<file path="config.mk">
export PLATFORM = sky130hd
export DESIGN_NAME = touch_calibrate_and_report
export DESIGN_NICKNAME = d
export VERILOG_FILES = /design/src/sv/tcr_pkg.sv /design/src/sv/tcr_cfg_regs.sv /design/src/sv/tcr_div_lane.sv /design/src/sv/touch_calibrate_and_report.sv
export SDC_FILE = /design/constraint.sdc
export NUM_CORES = 2
export LEC_CHECK = 0
export BUFFER_PORTS_ARGS = -buffer_cell sky130_fd_sc_hd__buf_2
export CORE_MARGIN = 3
export CORE_UTILIZATION = 60
export DETAILED_ROUTE_END_ITERATION = 12
export PLACE_DENSITY = 0.73
export SETUP_SLACK_MARGIN = 0.5
export SLEW_MARGIN = 20
export SYNTH_ARGS = -nofsm -noshare
export SYNTH_HDL_FRONTEND = slang
export SYNTH_SLANG_ARGS = --single-unit
</file>
<file path="constraint.sdc">
create_clock -name clk -period 14.9 [get_ports clk]
set_input_delay 0.745 -clock clk [delete_from_list [all_inputs] [get_ports clk]]
set_output_delay 0.745 -clock clk [all_outputs]
set_load 0.02 [all_outputs]
</file>
<file path="src/sv/tcr_pkg.sv">
// ----------------------------------------------------------------------------
// tcr_pkg
// shared constants, types and helpers for the touch calibrate and report block
// ----------------------------------------------------------------------------
`default_nettype none

package tcr_pkg;

    localparam int KEY_W    = 16;
    localparam int RAW_W    = 12;
    localparam int PIX_W    = 8;
    localparam int IDX_W    = 2;

    // calibration scale factors and offset
    localparam int X_SCALE  = 256 - 62;
    localparam int Y_SCALE  = 192 - 62;
    localparam int SCALE_W  = 8;
    localparam int OFFSET   = 31;
    localparam int X_MAX    = 255;
    localparam int Y_MAX    = 191;
    localparam int PEN_UP_BIT = 6;

    // |diff| * scale fits in 20 bits, so does the quotient
    localparam int PROD_W   = RAW_W + SCALE_W;
    localparam int STEPS_PER_STAGE = 2;
    localparam int DIV_STAGES = PROD_W / STEPS_PER_STAGE;
    localparam int TAG_DEPTH  = DIV_STAGES + 1;

    // register indexes
    localparam logic [IDX_W-1:0] REG_CAL_X_LOW = 2'd0;
    localparam logic [IDX_W-1:0] REG_CAL_Y_LOW = 2'd1;
    localparam logic [IDX_W-1:0] REG_SPAN_X    = 2'd2;
    localparam logic [IDX_W-1:0] REG_SPAN_Y    = 2'd3;

    // message kinds
    localparam logic KIND_BUTTONS = 1'b0;
    localparam logic KIND_TOUCH   = 1'b1;

    typedef struct packed {
        logic [RAW_W-1:0] cal_x_low;
        logic [RAW_W-1:0] cal_y_low;
        logic [RAW_W-1:0] div_x;
        logic [RAW_W-1:0] div_y;
    } cal_t;

    typedef struct packed {
        logic             valid;
        logic [KEY_W-1:0] keys;
        logic             pen_down;
        logic             neg_x;
        logic             neg_y;
    } tag_t;

    // signed quotient plus offset, clamped to 0..hi
    function automatic logic [PIX_W-1:0] clamp_pix(
        input logic [PROD_W-1:0] q,
        input logic              neg,
        input logic [PIX_W-1:0]  hi
    );
        logic [PROD_W-1:0] lim;
        logic [PIX_W-1:0]  res;
        lim = PROD_W'(hi) - PROD_W'(OFFSET);
        if (neg) begin
            if (q > PROD_W'(OFFSET))
                res = '0;
            else
                res = PIX_W'(OFFSET) - q[PIX_W-1:0];
        end
        else begin
            if (q > lim)
                res = hi;
            else
                res = q[PIX_W-1:0] + PIX_W'(OFFSET);
        end
        return res;
    endfunction

endpackage

`default_nettype wire

</file>
<file path="src/sv/tcr_cfg_regs.sv">
// ----------------------------------------------------------------------------
// tcr_cfg_regs
// calibration register file; zero spans read back as one for the dividers
// ----------------------------------------------------------------------------
`default_nettype none

module tcr_cfg_regs
(
    input  wire logic                      clk,
    input  wire logic                      rst_n,
    input  wire logic                      cfg_we,
    input  wire logic [tcr_pkg::IDX_W-1:0] cfg_index,
    input  wire logic [tcr_pkg::RAW_W-1:0] cfg_data,
    output tcr_pkg::cal_t                  cal
);
    import tcr_pkg::*;

    logic [RAW_W-1:0] cal_x_low_reg;
    logic [RAW_W-1:0] cal_y_low_reg;
    logic [RAW_W-1:0] span_x_reg;
    logic [RAW_W-1:0] span_y_reg;

    always_ff @(posedge clk or negedge rst_n)
    begin
        if (!rst_n)
        begin
            cal_x_low_reg <= '0;
            cal_y_low_reg <= '0;
            span_x_reg    <= '1;
            span_y_reg    <= '1;
        end
        else if (cfg_we)
        begin
            unique case (cfg_index)
                REG_CAL_X_LOW: cal_x_low_reg <= cfg_data;
                REG_CAL_Y_LOW: cal_y_low_reg <= cfg_data;
                REG_SPAN_X:    span_x_reg    <= cfg_data;
                REG_SPAN_Y:    span_y_reg    <= cfg_data;
                default:       ;
            endcase
        end
    end

    assign cal.cal_x_low = cal_x_low_reg;
    assign cal.cal_y_low = cal_y_low_reg;
    assign cal.div_x     = (span_x_reg == '0) ? RAW_W'(1) : span_x_reg;
    assign cal.div_y     = (span_y_reg == '0) ? RAW_W'(1) : span_y_reg;

endmodule

`default_nettype wire

</file>
<file path="src/sv/tcr_div_lane.sv">
// ----------------------------------------------------------------------------
// tcr_div_lane
// pipelined restoring divider, two quotient bits per stage
// ----------------------------------------------------------------------------
`default_nettype none

module tcr_div_lane
(
    input  wire logic                       clk,
    input  wire logic [tcr_pkg::PROD_W-1:0] dividend,
    input  wire logic [tcr_pkg::RAW_W-1:0]  divisor,
    output logic      [tcr_pkg::PROD_W-1:0] quotient
);
    import tcr_pkg::*;

    // work holds the unused dividend bits on top and the quotient bits below
    logic [RAW_W-1:0]  rem_reg  [DIV_STAGES];
    logic [PROD_W-1:0] work_reg [DIV_STAGES];

    genvar g;
    generate
        for (g = 0; g < DIV_STAGES; g++)
        begin : g_stage
            logic [RAW_W-1:0]  rem_in;
            logic [PROD_W-1:0] work_in;
            logic [RAW_W-1:0]  rem_next;
            logic [PROD_W-1:0] work_next;

            if (g == 0)
            begin : g_first
                assign rem_in  = '0;
                assign work_in = dividend;
            end
            else
            begin : g_rest
                assign rem_in  = rem_reg[g-1];
                assign work_in = work_reg[g-1];
            end

            always_comb
            begin
                logic [RAW_W:0] trial;
                rem_next  = rem_in;
                work_next = work_in;
                for (int s = 0; s < STEPS_PER_STAGE; s++)
                begin
                    trial     = {rem_next, work_next[PROD_W-1]};
                    work_next = {work_next[PROD_W-2:0], 1'b0};
                    if (trial >= {1'b0, divisor})
                    begin
                        trial        = trial - {1'b0, divisor};
                        work_next[0] = 1'b1;
                    end
                    rem_next = trial[RAW_W-1:0];
                end
            end

            always_ff @(posedge clk)
            begin
                rem_reg[g]  <= rem_next;
                work_reg[g] <= work_next;
            end
        end
    endgenerate

    assign quotient = work_reg[DIV_STAGES-1];

endmodule

`default_nettype wire

</file>
<file path="src/sv/touch_calibrate_and_report.sv">
// ----------------------------------------------------------------------------
// touch_calibrate_and_report
// turns each frame tick into a buttons item and a calibrated touch item
// ----------------------------------------------------------------------------
//
//  channel   | handshake            | payload
//  ----------+----------------------+-------------------------------------------
//  input     | start / busy         | keys, raw_x, raw_y
//  result    | strobe (no back-off) | kind, key_word, pen_down, screen_x,
//            |                      | screen_y, last
//  config    | cfg_we               | cfg_index, cfg_data
//
//  - busy is high for the cycle after an accept, so the next input item waits:
//    each item makes two result items and the result port moves one per cycle
//  - path of the buttons item: front stage, constant multiply, 10 divider
//    stages, output register; the touch item follows on the next cycle
//  - rst_n clears all valid bits, busy and the calibration registers
//    (offsets 0, spans 4095); no clearing pass
//  - the receiver cannot stall, so the pipeline advances every cycle
//
`default_nettype none

module touch_calibrate_and_report
(
    input  wire logic                      clk,
    input  wire logic                      rst_n,
    // input items
    input  wire logic                      start,
    output logic                           busy,
    input  wire logic [tcr_pkg::KEY_W-1:0] keys,
    input  wire logic [tcr_pkg::RAW_W-1:0] raw_x,
    input  wire logic [tcr_pkg::RAW_W-1:0] raw_y,
    // result items
    output logic                           strobe,
    output logic                           kind,
    output logic      [tcr_pkg::KEY_W-1:0] key_word,
    output logic                           pen_down,
    output logic      [tcr_pkg::PIX_W-1:0] screen_x,
    output logic      [tcr_pkg::PIX_W-1:0] screen_y,
    output logic                           last,
    // configuration
    input  wire logic                      cfg_we,
    input  wire logic [tcr_pkg::IDX_W-1:0] cfg_index,
    input  wire logic [tcr_pkg::RAW_W-1:0] cfg_data
);
    import tcr_pkg::*;

    cal_t cal;

    tcr_cfg_regs u_cfg
    (
        .clk       (clk),
        .rst_n     (rst_n),
        .cfg_we    (cfg_we),
        .cfg_index (cfg_index),
        .cfg_data  (cfg_data),
        .cal       (cal)
    );

    // ---------------- accept and throttle ----------------
    logic accept;
    logic busy_reg;

    assign accept = start && !busy_reg;
    assign busy   = busy_reg;

    // ---------------- front stage: signed differences ----------------
    logic [RAW_W:0]   dx;
    logic [RAW_W:0]   dy;
    tag_t             s0_tag_reg;
    tag_t             s0_tag_next;
    logic [RAW_W-1:0] mag_x_reg;
    logic [RAW_W-1:0] mag_y_reg;

    assign dx = {1'b0, raw_x} - {1'b0, cal.cal_x_low};
    assign dy = {1'b0, raw_y} - {1'b0, cal.cal_y_low};

    always_comb
    begin
        s0_tag_next.valid    = accept;
        s0_tag_next.keys     = keys;
        s0_tag_next.pen_down = !keys[PEN_UP_BIT];
        s0_tag_next.neg_x    = dx[RAW_W];
        s0_tag_next.neg_y    = dy[RAW_W];
    end

    always_ff @(posedge clk)
    begin
        // magnitude of a 13-bit difference never exceeds 4095
        mag_x_reg <= dx[RAW_W] ? RAW_W'(-dx) : dx[RAW_W-1:0];
        mag_y_reg <= dy[RAW_W] ? RAW_W'(-dy) : dy[RAW_W-1:0];
    end

    // ---------------- multiply stage ----------------
    logic [PROD_W-1:0] prod_x_reg;
    logic [PROD_W-1:0] prod_y_reg;

    always_ff @(posedge clk)
    begin
        prod_x_reg <= PROD_W'(mag_x_reg) * PROD_W'(X_SCALE);
        prod_y_reg <= PROD_W'(mag_y_reg) * PROD_W'(Y_SCALE);
    end

    // ---------------- divider lanes ----------------
    logic [PROD_W-1:0] quot_x;
    logic [PROD_W-1:0] quot_y;

    tcr_div_lane u_div_x
    (
        .clk      (clk),
        .dividend (prod_x_reg),
        .divisor  (cal.div_x),
        .quotient (quot_x)
    );

    tcr_div_lane u_div_y
    (
        .clk      (clk),
        .dividend (prod_y_reg),
        .divisor  (cal.div_y),
        .quotient (quot_y)
    );

    // ---------------- tag line, aligned with the divider output ----------------
    // tag_reg[0] sits beside the products, the last entry beside the quotients
    tag_t tag_reg [TAG_DEPTH];
    tag_t tag_out;

    always_ff @(posedge clk or negedge rst_n)
    begin
        if (!rst_n)
        begin
            busy_reg   <= 1'b0;
            s0_tag_reg <= '0;
            for (int i = 0; i < TAG_DEPTH; i++)
                tag_reg[i] <= '0;
        end
        else
        begin
            busy_reg   <= accept;
            s0_tag_reg <= s0_tag_next;
            tag_reg[0] <= s0_tag_reg;
            for (int i = 1; i < TAG_DEPTH; i++)
                tag_reg[i] <= tag_reg[i-1];
        end
    end

    assign tag_out = tag_reg[TAG_DEPTH-1];

    // ---------------- clamp and output register ----------------
    logic [PIX_W-1:0] pix_x;
    logic [PIX_W-1:0] pix_y;

    assign pix_x = tag_out.pen_down ? clamp_pix(quot_x, tag_out.neg_x, PIX_W'(X_MAX)) : '0;
    assign pix_y = tag_out.pen_down ? clamp_pix(quot_y, tag_out.neg_y, PIX_W'(Y_MAX)) : '0;

    // touch item is held in the pend registers and goes out in the cycle after its buttons item
    logic             pend_valid_reg;
    logic             pend_pen_reg;
    logic [PIX_W-1:0] pend_x_reg;
    logic [PIX_W-1:0] pend_y_reg;

    logic             strobe_reg;
    logic             kind_reg;
    logic [KEY_W-1:0] key_word_reg;
    logic             pen_down_reg;
    logic [PIX_W-1:0] screen_x_reg;
    logic [PIX_W-1:0] screen_y_reg;
    logic             last_reg;

    always_ff @(posedge clk or negedge rst_n)
    begin
        if (!rst_n)
        begin
            pend_valid_reg <= 1'b0;
            strobe_reg     <= 1'b0;
        end
        else
        begin
            pend_valid_reg <= tag_out.valid;
            strobe_reg     <= tag_out.valid || pend_valid_reg;
        end
    end

    always_ff @(posedge clk)
    begin
        pend_pen_reg <= tag_out.pen_down;
        pend_x_reg   <= pix_x;
        pend_y_reg   <= pix_y;
        if (tag_out.valid)
        begin
            kind_reg     <= KIND_BUTTONS;
            key_word_reg <= tag_out.keys;
            pen_down_reg <= 1'b0;
            screen_x_reg <= '0;
            screen_y_reg <= '0;
            last_reg     <= 1'b0;
        end
        else
        begin
            kind_reg     <= KIND_TOUCH;
            key_word_reg <= '0;
            pen_down_reg <= pend_pen_reg;
            screen_x_reg <= pend_x_reg;
            screen_y_reg <= pend_y_reg;
            last_reg     <= 1'b1;
        end
    end

    assign strobe   = strobe_reg;
    assign kind     = kind_reg;
    assign key_word = key_word_reg;
    assign pen_down = pen_down_reg;
    assign screen_x = screen_x_reg;
    assign screen_y = screen_y_reg;
    assign last     = last_reg;

    // ---------------- checks ----------------
    a_touch_follows_buttons: assert property (@(posedge clk) disable iff (!rst_n)
        strobe && kind == KIND_BUTTONS |=> strobe && kind == KIND_TOUCH)
        else $error("buttons item not followed by touch item");

    a_touch_after_buttons: assert property (@(posedge clk) disable iff (!rst_n)
        strobe && kind == KIND_TOUCH |-> $past(strobe && kind == KIND_BUTTONS))
        else $error("touch item without preceding buttons item");

    a_pen_up_zero: assert property (@(posedge clk) disable iff (!rst_n)
        strobe && kind == KIND_TOUCH && !pen_down |-> screen_x == '0 && screen_y == '0)
        else $error("pen up touch item carries coordinates");

    a_y_in_range: assert property (@(posedge clk) disable iff (!rst_n)
        strobe |-> screen_y <= PIX_W'(Y_MAX))
        else $error("screen_y beyond clamp");

    a_no_tag_collision: assert property (@(posedge clk) disable iff (!rst_n)
        tag_out.valid |-> !pend_valid_reg)
        else $error("two items reach the output back to back");

endmodule

`default_nettype wire

</file>
==> impl_summary.txt <==
----------------------------------------------------
[Outcome]
  Run status ... finished, final reports clean

[STA]
  Fin crit share ... between 40% and 50%
  Number of endpoints with negative hold slack in the final report ... 0
  Clock skew after layout ... slightly above 0.07 ns
  Upper clock frequency limit ... roughly 0.15 GHz
  Worst Setup Slack, final ... between 8 and 9 ns
  Final Max Tran Viols ... 0
  Final critical-path required period ... 6.56 ns
  Total negative slack for setup checks ... 0 ns
  Finish-stage setup viols ... 0
  Setup repair after global routing missed its margin ... no
  Max transition margin ... a little under a third
  Transition time at the pin with the least slew margin ... ~1.0 ns

[Route]
  Post-DRT Antenna Nets ... 0
  Routed length per instance ... approximately 18 um
  DRC violation count after routing ... 0
  Violation count after the first detailed-route iteration ... between 2000 and 2500
  Total wire length after detailed routing ... approximately 110000 um
  Pre-antenna DRT Iters ... 5
  Per-cell via count in the routed design ... ~5.8
  Vias after detailed routing ... 35200

[Cells and area]
  Net total in the final layout ... about 5600
  Fill cell total of the finished layout ... slightly above 6000
  Top library cells by usage in the layout, fill and taps aside ... dfxtp_1, ha_1, a21oi_1
  Inserted Diodes ... 0
  Synth-to-layout area growth ... 10.7%
  Most common library cell in the layout ignoring fill and taps ... dfxtp_1
  Max FFs per register ... 200
  Proportion of layout cells with a drive suffix above 1 ... roughly 14%

[GRT]
  Tot GR Track Use ... about 25%
  First-pass GRT wire length ... 173000 um
  Initial antenna violation count ... 2
  Number of global-route vias before repair ... ~34000
  Aggregate global routing overflow ... 0
  Pin count of the biggest net entering global routing ... 136

[Clock tree]
  Post-CTS setup buffer count ... 0
  Later-pin clock latency in the skew report ... roughly 0.70 ns
  Number of buffers on the longest clock path ... 3
  Hold-fix buffers at CTS ... 0
  CTS HTree Levels ... 3
  CTS sink cnt ... about 1000
  Clock buffers created by TritonCTS ... 100
  Post-CTS clock slew at the launch and capture registers of the worst setup and hold paths ... roughly 0.070 ns
  CTS-repair resized insts ... 0
  TritonCTS clock tree ... built
  Clk Tree Root Cell ... clkbuf_16

[Floorplan]
  Area of the core ... 82500 um^2
  Die Area ... 87100 um^2
  Starting density of the core ... between 60% and 70%
  Rows ... 105
  Chip Width ... 295 um
  I/O pin total ... 95
  Height of the die ... 295 um

[Critical path]
  Peak per-stage delay on the critical path ... just under 0.8 ns
  Series of cell instances along the critical path ... or4_1, o41ai_2, buf_4, ha_1, nand3b_1, a21boi_4, o41ai_4, a31oi_1, or4_1, a21oi_1, ha_1, nor2b_1, o31a_1, o211a_1, o31a_1, o21a_1, o31ai_1, nand3b_2, mux2_1
  Highest net fanout along the worst path ... 20
  Worst EP required ... approximately 15 ns
  Critical Path End Type ... flop
  Worst Path Class, Setup ... reg -> reg
  Worst endpoint data arrival time ... between 7 and 8 ns
  Startpoint type of the worst setup path ... flop
  Slowest cell on crit path ... or4_1

[Synthesis]
  Flip-flop cell with the highest count after synthesis ... dfxtp_1
  Top area cells in the synthesized netlist ... dfxtp_1, ha_1, dfrtp_1
  Cell count after synthesis ... 4771
  Number of nets produced by synthesis ... 5428
  Count of different cell masters after synthesis ... 90
  Number of warnings reported in the yosys synthesis log ... 0
  Synthesized area divided by synthesized cell count ... roughly 11 um^2
  Post-synthesis cell type with the largest combined area ... dfxtp_1
  Synth Cell Area ... about 50000 um^2
  FFs w/ async S/R, synth ... between 20% and 30%
  Number of enable-type register cells in the synthesized netlist ... 0
  Count of state elements after synthesis ... 1001
  Share of the yosys chip area belonging to registers ... between 40% and 50%
  Fraction of synthesized cell area taken by the top area cell type ... ~28%

[Min path]
  Min-Delay Path Class ... in -> async

[Place]
  Port bufs ... between 90 and 100
  Post-DP HPWL ... between 70000 and 80000 um
  GPL Wtd Cong ... 0.899
  Placement Setup Slack ... 8.36 ns

[Run]
  Number of maximum-capacitance violations ... 0

----------------------------------------------------
[layout make-up]
type	count	area [um^2]	share of cell area (%)
flip-flops and latches	1001	21500	38.7
repair buffers	138	815	1.47
well taps	1070	1340	2.41
multi-input cells	3416	27300	49.2
clock buffers	128	2710	4.87
clock inverters	57	761	1.37
inverters	292	1100	1.97
[layer usage]
metal / GRT usage, % / up-vias / wire (um)
met5: 0 / - / 12
met3: 4.38 / 193 / 6450
met4: 6.62 / 2 / 2800
met2: 38.8 / 876 / 47300
li1: - / 17500 / -
met1: 34.9 / 16600 / 50600
[worst max-delay path, delay by kind of cell (launching register included)]
family / cells / cell delay, ns
adder cells (fa/ha/maj): 2 / 0.55
AO/OA/AOI/OAI: 10 / 2.59
flip-flops: 1 / 0.38
AND/OR/NAND/NOR: 5 / 2.11
buffers and inverters: 1 / 0.37
multiplexers: 1 / 0.45
[final timing paths]
check	start	end	slack, ns	cells past startpoint
max in group asynchronous	rst_n	tag_reg[40]	13.17	2
hold / removal	rst_n	s0_tag_reg[16]	0.12	1
min in group clk	keys[8]	s0_tag_reg[11]	0.15	1
setup / recovery	u_cfg.span_y_reg[5]	u_div_y.rem_reg[1][1]	8.34	19
hold reg to reg	u_div_x.work_reg[0][14]	u_div_x.work_reg[1][16]	0.32	0
setup reg to reg	u_cfg.span_y_reg[5]	u_div_y.rem_reg[1][1]	8.34	19
[cells in the mapped netlist, drive strengths merged (70+ instances only)]
master  instances
nand4          70
nor2          247
dfrtp         266
xor2           87
nor3          125
o21ai         185
inv           292
nor2b          95
a21o          106
a21oi         310
ha            556
dfxtp         711
o21a           73
xnor2         278
nand2         195
mux2          341
nand3          81
[cell families (layout without fill, tap and decap cells)]
kind of cell | after synthesis | after routing | synth area share [%]
AO/OA/AOI/OAI | 1032 | 1032 | 13.5
XOR/XNOR | 365 | 365 | 6.37
adder cells (fa/ha/maj) | 599 | 599 | 15.6
buffers and inverters | 354 | 615 | 2.73
flip-flops | 1001 | 1001 | 42.9
multiplexers | 381 | 381 | 8.50
AND/OR/NAND/NOR | 1039 | 1039 | 10.4
[per-stage QoR]
step | instances | instance area, um^2 | hold slack [ns] | utilization [%]
floorplan | 4771 | 50200 | 0.310 | -
global placement | 5917 | 52100 | 0.310 | 63.1
detailed placement | 5917 | 52100 | 0.312 | 63.1
CTS | 6102 | 55500 | 0.0990 | 67.3
global route | 6102 | 55600 | 0.0976 | 67.3
finish | 6102 | 55600 | 0.121 | 67.3
Power is left out: the tool's default activity adds up to more than one toggle a clock period on the data nets, which glitch-free logic cannot reach.
